## src/sv/sdf_pkg.sv

```systemverilog
// sdf_pkg: shared types, widths and status codes for the segment distance field
// no dependencies
`default_nettype none
package sdf_pkg;
  localparam int unsigned CoordW = 32;
  localparam int unsigned GainW  = 32;
  localparam logic [31:0] GainReset = 32'd65536;
  localparam int unsigned QueueDepth = 4;

  typedef enum logic [1:0] {
    ST_INSIDE  = 2'd0,
    ST_OUTSIDE = 2'd1,
    ST_SAT     = 2'd2,
    ST_DEGEN   = 2'd3
  } status_e;

  typedef struct packed {
    logic signed [31:0] start_x;
    logic signed [31:0] start_y;
    logic signed [31:0] start_z;
    logic signed [31:0] end_x;
    logic signed [31:0] end_y;
    logic signed [31:0] end_z;
    logic signed [31:0] query_x;
    logic signed [31:0] query_y;
    logic signed [31:0] query_z;
    logic signed [31:0] charge_start;
    logic signed [31:0] charge_end;
  } in_item_t;

  typedef struct packed {
    logic signed [31:0] potential;
    logic [1:0]         status;
  } out_item_t;

  // classified work handed from front to back
  typedef struct packed {
    logic signed [32:0] b_x;
    logic signed [32:0] b_y;
    logic signed [32:0] b_z;
    logic signed [32:0] v_x;
    logic signed [32:0] v_y;
    logic signed [32:0] v_z;
    logic [66:0]        a;
    logic [66:0]        n;
    logic signed [31:0] qs;
    logic signed [32:0] dq;
    logic               early;
    logic [1:0]         early_st;
  } work_t;

  // round(t*x/2^32) for an unsigned 33-bit t
  function automatic logic signed [33:0] scale_t(input logic [32:0] t,
                                                 input logic signed [32:0] x);
    logic [32:0] m;
    logic [65:0] p;
    logic [33:0] r;
    begin
      m = x[32] ? 33'(-x) : 33'(x);
      p = 66'(t) * 66'(m) + 66'h8000_0000;
      r = 34'(p >> 32);
      scale_t = x[32] ? -$signed(r) : $signed(r);
    end
  endfunction
endpackage
`default_nettype wire

```

## src/sv/sdf_queue.sv

```systemverilog
// sdf_queue: small fifo of classified work between front and back
// depends on sdf_pkg
`default_nettype none
module sdf_queue #(
  parameter int unsigned Depth = sdf_pkg::QueueDepth
) (
  input  wire logic          clk_i,
  input  wire logic          rst_ni,
  input  wire sdf_pkg::work_t wr_data_i,
  input  wire logic          wr_valid_i,
  output logic               wr_ready_o,
  output sdf_pkg::work_t     rd_data_o,
  output logic               rd_valid_o,
  input  wire logic          rd_ready_i
);
  import sdf_pkg::*;
  localparam int unsigned AW = (Depth > 1) ? $clog2(Depth) : 1;

  work_t mem_q [Depth];
  logic [AW-1:0] wp_q, rp_q;
  logic [AW:0] cnt_q;
  logic push, pop;

  assign wr_ready_o = cnt_q < (AW+1)'(Depth);
  assign rd_valid_o = cnt_q != '0;
  assign push = wr_valid_i && wr_ready_o;
  assign pop = rd_valid_o && rd_ready_i;
  assign rd_data_o = mem_q[rp_q];

  always_ff @(posedge clk_i) begin
    if (push) mem_q[wp_q] <= wr_data_i;
  end

  always_ff @(posedge clk_i or negedge rst_ni) begin
    if (!rst_ni) begin
      wp_q <= '0;
      rp_q <= '0;
      cnt_q <= '0;
    end else begin
      if (push) wp_q <= (wp_q == AW'(Depth - 1)) ? '0 : wp_q + 1'b1;
      if (pop) rp_q <= (rp_q == AW'(Depth - 1)) ? '0 : rp_q + 1'b1;
      cnt_q <= cnt_q + (AW+1)'(push) - (AW+1)'(pop);
    end
  end
endmodule
`default_nettype wire

```

## config.mk

```make
export PLATFORM = sky130hd
export DESIGN_NAME = sdf_queue
export DESIGN_NICKNAME = d
export VERILOG_FILES = /design/src/sv/sdf_pkg.sv /design/src/sv/sdf_queue.sv
export SDC_FILE = /design/constraint.sdc
export NUM_CORES = 1
export LEC_CHECK = 0
export BUFFER_PORTS_ARGS = -buffer_cell sky130_fd_sc_hd__buf_2
export CAP_MARGIN = 20
export CORE_ASPECT_RATIO = 0.75
export CORE_UTILIZATION = 57
export CTS_CLUSTER_SIZE = 20
export DETAILED_ROUTE_END_ITERATION = 10
export PLACE_DENSITY = 0.76
export SYNTH_ARGS = -nofsm -noshare
export SYNTH_HDL_FRONTEND = slang
export SYNTH_SLANG_ARGS = --single-unit
```

## constraint.sdc

```tcl
create_clock -name clk_i -period 13.74 [get_ports clk_i]
set_clock_uncertainty 0.1 [all_clocks]
set_input_delay 2.061 -clock clk_i [delete_from_list [all_inputs] [get_ports clk_i]]
set_output_delay 2.061 -clock clk_i [all_outputs]
set_load 0.01 [all_outputs]
```

==> results.ini, run 1 <==
[status]
status = complete, no violations

[cells_and_area]
final_cell_mix = edfxtp_1, buf_2, mux4_2
stdcell_area_mm2 = 0.0682
drive_above_1_share_pct = 45.7
layout_commonest_cell = edfxtp_1
finalNetCount = 3431
syn2layout_area_growth_pct = 16.5

[sta]
setup_viol = 0
holdWs_ps = 452
hold_viol_final = 0
relSlewSlack_pct = 15.4
final.min_clock_period_ps = 7050
fin_crit_sh_pct = 51.3
grt_setup_unrepaired = false
tightestPinTransition_ps = 1270
tns_ps = 0
drv_slew = 0
max_freq_mhz = 142

[clocking]
clockRootBuffer = clkbuf_16
post_cts_resized = 0
cts_tree = done
clockBufferDepth = 3
clk_pin_slew_ps = 60
cts_hold_buffers = 0
post-cts-setup-buffers = 0
cts-buffers-inserted = 145
clk_latency_ps = 730
cts_max_level = 4
clock_sink_count = 1607

[yosys]
syn_inst = 2128
avgSynthCellArea_um2 = 27.5
yosysTopAreaCell = edfxtp_1
yosys_warnings = 0
synth_seq_cells = 1607
yosysUniqueCellTypes = 19
synth_top_area_share_pct = 82.1
ys_top_cells_by_area = edfxtp_1, mux4_2, buf_12
ys_seq_area_share_pct = 82.4
syn-num-nets = 2540
synth_area_mm2 = 0.0585

[pwr]
max-vdd-ir-drop_mv = 0.170
leakage_nw = 22.8
power_switching_w = 0.00416
combPwrFrac_pct = 28.4
swShare_pct = 29.3
power_w = 0.0142
seq_power_share_pct = 44.8
p_per_area_mw_per_mm2 = 208
p_clk_share_pct = 26.8
p_int_w = 0.0100

[place]
place_congestion = 0.878
dp_hpwl_um = 75800
placed_area_mm2 = 0.0635
portBuffers = 805

[die]
rows = 101
die_h_um = 279
floorplan.initialDensity_pct = 57.7
die_area_mm2 = 0.104
core-area_mm2 = 0.101
io_pins = 806
die_w_um = 372

[setup_path]
crit_fanout = 68
cpMaxStageDelayCell = buf_4
start_kind = register
critPathRequiredTime_ps = 11580
max_stage_delay_ps = 900
cpMostUsedCell = buf_4
end_kind = output port
crit_family = buffers and inverters
crit_arrival_ps = 4890
crit_chain = buf_4 > buf_4 > buf_4 > buf_16 > mux4_2 > buf_2
criticalPathCategory = reg2out
path_buf_inv = 5

[drt]
wl_per_cell_um = 27.7
dr_total_vias = 26692
dr.first_iter.drc_count = 2145
ant_nets = 0
routed_wl_um = 125000
avgViaCountPerCell = 5.90
first_pass_iters = 5
drc = 0

[global_route]
grt_overflow_total = 0
grt_pass1_vias = 28068
grt_max_degree = 169
grt_pass1_wl_um = 180000
grt.total_usage_pct = 23.8
grt_antenna_before_repair = 64

[hold_path]
hold_path_class = reg2reg

[job]
cap_violations = 0

-- synthesized netlist by cell type --
cell and instances:
mux2_2 4, fa_1 1, buf_6 2, edfxtp_1 1600
nor2b_1 1, o31ai_1 1, dfrtp_1 7, buf_12 33
buf_4 1, nor2_1 2, buf_8 8, clkbuf_1 5
xnor2_1 2, and2_1 4, mux4_2 400, buf_2 41
or3_1 1, ha_1 7, inv_1 8
-- cell type report --
class | instances | area (µm²)
Antenna cell | 55 | 138
Clock buffer | 192 | 3900
Clock inverter | 68 | 539
Fill cell | 6005 | 33300
Inverter | 8 | 30.0
Multi-Input combinational cell | 423 | 9240
Sequential cell | 1607 | 48200
Tap cell | 1339 | 1680
Timing Repair Buffer | 834 | 4410
-- registers in the layout, indices dropped and copies added, names as in the netlist --
signal	count
mem_q	1600
cnt_q	3
rp_q	2
wp_q	2
-- kinds of logic after synthesis --
family	share of synthesized area, %
AOI/OAI and AO/OA	0.0128
xor gates and xnor gates	0.0299
adders and majority gates	0.184
buffers and inverters	1.82
DFF	82.4
muxes	15.5
and+or+nand+nor	0.0770
-- path summary, 6_finish.rpt --
check | start | end | slack (ps) | cells after the start
min reg2reg | cnt_q[0] | cnt_q[0] | 450 | 1
max | rp_q[1] | rd_data_o[120] | 6690 | 6
max reg2reg | cnt_q[2] | mem_q[3][183] | 9620 | 4
max in group asynchronous | rst_ni | rp_q[0] | 12280 | 1
min in group asynchronous | rst_ni | cnt_q[0] | 1070 | 1
min | cnt_q[0] | cnt_q[0] | 450 | 1
-- power groups by stage --
stage | Combinational [W] | Clock (W) | Sequential, W
after detailed placement | 0.00399 | 0 | 0.00648
final | 0.00402 | 0.00380 | 0.00636
after CTS | 0.00403 | 0.00385 | 0.00639
after global routing | 0.00425 | 0.00403 | 0.00641
after global placement | 0.00395 | 0 | 0.00643
after floorplan | 0.00276 | 0 | 0.00665
-- worst register-to-register path, stage by stage, from the launching register on --
cell and delay, ps:
dfrtp_1 410, nor2b_1 390, and2_4 830, buf_4 970
buf_4 950
-- routing by layer --
layer	global-route usage, %	share of wire (%)
met5	0	0.21
met2	40.9	53
met1	27.9	35
met4	9.44	3.2
met3	7.76	8.8
-- per-stage QoR --
stage / utilization (%) / setup WS (ps) / std cells
after CTS: 66.9 / 6390 / 4467
after floorplan: - / 1380 / 2128
after global routing: 67.1 / 6540 / 4507
final: 67.2 / 6690 / 4526
after global placement: 62.6 / 7270 / 4207
after detailed placement: 62.6 / 7210 / 4207
(Power assumes the default switching activity.)
==> run 2, diff against run 1 <==
Clock period 13.74 ns to 6.8 ns, I/O delays scaled along.
==> run 2 against run 1 <==
  * Via count is 0.30% lower
  * Register-to-register slack worse by 5900 ps
  * Clock-buffer cell count is 14 lower
  * Die area stayed put
  * Power is 100% higher
  * Sequential power is 100% higher
  * Final area is 0.30% higher
  * Clock power is 110% higher
  * Non-clock buffer count is 7 higher
  * Sequential share of layout area is 0.21 points lower
  * Global-route usage is 0.26 points higher
  * Largest cell class unchanged
  * Worst setup slack worse by 4600 ps
==> results.ini, run 2 (same netlist as run 1, synthesis figures left out) <==
[status]
status = complete, no violations

[drt]
first_pass_iters = 7
routed_wl_um = 126000
wl_per_cell_um = 27.8
avgViaCountPerCell = 5.90
drc = 0
dr_total_vias = 26613
ant_nets = 0
dr.first_iter.drc_count = 2267

[cells_and_area]
layout_commonest_cell = edfxtp_1
finalNetCount = 3437
largest_reg_flops = 1600
largest_register = mem_q
fin_cells = 4514
final_cell_mix = edfxtp_1, buf_2, mux4_2
drive_above_1_share_pct = 46.4
fin_util_pct = 67.4
largestRegisters = mem_q x1600, cnt_q x3
syn2layout_area_growth_pct = 16.8

[setup_path]
max_stage_delay_ps = 1100
cpMaxStageDelayCell = dfrtp_4
end_kind = output port
critPathRequiredTime_ps = 5680
crit_chain = buf_12 > mux4_2 > buf_2
r2r_setup_slack_ps = 3760
crit_arrival_ps = 3580
criticalPathCategory = reg2out
crit_fanout = 97
start_kind = register

[global_route]
gr-max-usage-layer = met2
grt_pass1_vias = 27834
gr-usage-met1_pct = 28.8
grt.total_usage_pct = 24.1
grt_antenna_before_repair = 56
grt_max_degree = 153
gr-usage-met3_pct = 7.07
use_met2_pct = 40.8
grt_overflow_total = 0
grt_pass1_wl_um = 180000

[sta]
fin_crit_sh_pct = 69.2
max_freq_mhz = 213
setup_viol = 0
drv_slew = 0
final.min_clock_period_ps = 4700
grt_setup_unrepaired = false
relSlewSlack_pct = 22.4
hold_viol_final = 0
tightestPinTransition_ps = 1160

[die]
die_w_um = 372
die_area_mm2 = 0.104
io_pins = 806
rows = 101
die_h_um = 279
core-area_mm2 = 0.101
floorplan.initialDensity_pct = 57.7

[place]
portBuffers = 805
place_congestion = 0.794
dp_cells = 4217
dp_hpwl_um = 75400

[clocking]
clk_pin_slew_ps = 70
clockRootBuffer = clkbuf_16
post_cts_resized = 0
cts-buffers-inserted = 144
clk_latency_ps = 750
clockBufferDepth = 3
clock_sink_count = 1607
cts_tree = done
cts_max_level = 4
post-cts-setup-buffers = 0

[pwr]
leakage_nw = 22.9
p_per_area_mw_per_mm2 = 423
max-vdd-ir-drop_mv = 0.365
power_w = 0.0289

[job]
cap_violations = 0

[hold_path]
hold_path_class = in2reg

-- run 2: routing by layer --
metal | share of wire [%] | vias up
met5 | 0.19 | -
met4 | 3.7 | 36
met3 | 8.2 | 267
met2 | 53 | 1149
met1 | 35 | 14009
li1 | - | 11152
-- run 2: path summary, 6_finish.rpt --
path	endpoint	depth (start not counted)	start
setup / recovery	rd_data_o[243]	3	rp_q[0]
hold / removal	mem_q[1][398]	1	wr_data_i[398]
setup reg to reg	mem_q[0][298]	3	cnt_q[2]
hold reg to reg	cnt_q[0]	1	cnt_q[0]
max in group asynchronous	rp_q[0]	2	rst_ni
min in group asynchronous	rp_q[1]	2	rst_ni
-- run 2: what timing repair did --
| action | CTS | global route |
|---|---|---|
| hold buffers | 1 | 0 |
| endpoints found under the setup margin | 0 | 0 |
| hold endpoints to repair | 7 | 0 |
-- run 2: layout make-up --
cell class	instances	area (µm²)
diodes	40	100
clock buffers	178	3900
clock inverters	78	736
fillers	6090	33100
inverters	8	30.0
multi-input cells	423	9240
flip-flops and latches	1607	48200
well taps	1339	1680
repair buffers	841	4460
-- run 2: critical path: cells and delay by family, from the launching register on --
family	cells	cell delay, ps
buffers and inverters	2	680
multiplexers	1	680
flip-flops	1	1100
-- run 2: per-stage QoR --
step | setup slack (ps) | setup TNS [ps] | area, µm² | hold slack [ps]
4_1_cts | 1990 | 0 | 68300 | 293
5_1_grt | 1870 | 0 | 68300 | 312
3_3_place_gp | 2910 | 0 | 63600 | 407
6_report | 2100 | 0 | 68400 | 354
2_1_floorplan | -29.6 | -47340 | 58500 | 395
3_5_place_dp | 2880 | 0 | 63600 | 440
-- run 2: power breakdown --
part	switching, W	internal, W
Sequential	0.000469	0.0124
Combinational	0.00448	0.00357
Clock	0.00348	0.00448
Total	0.00843	0.0205
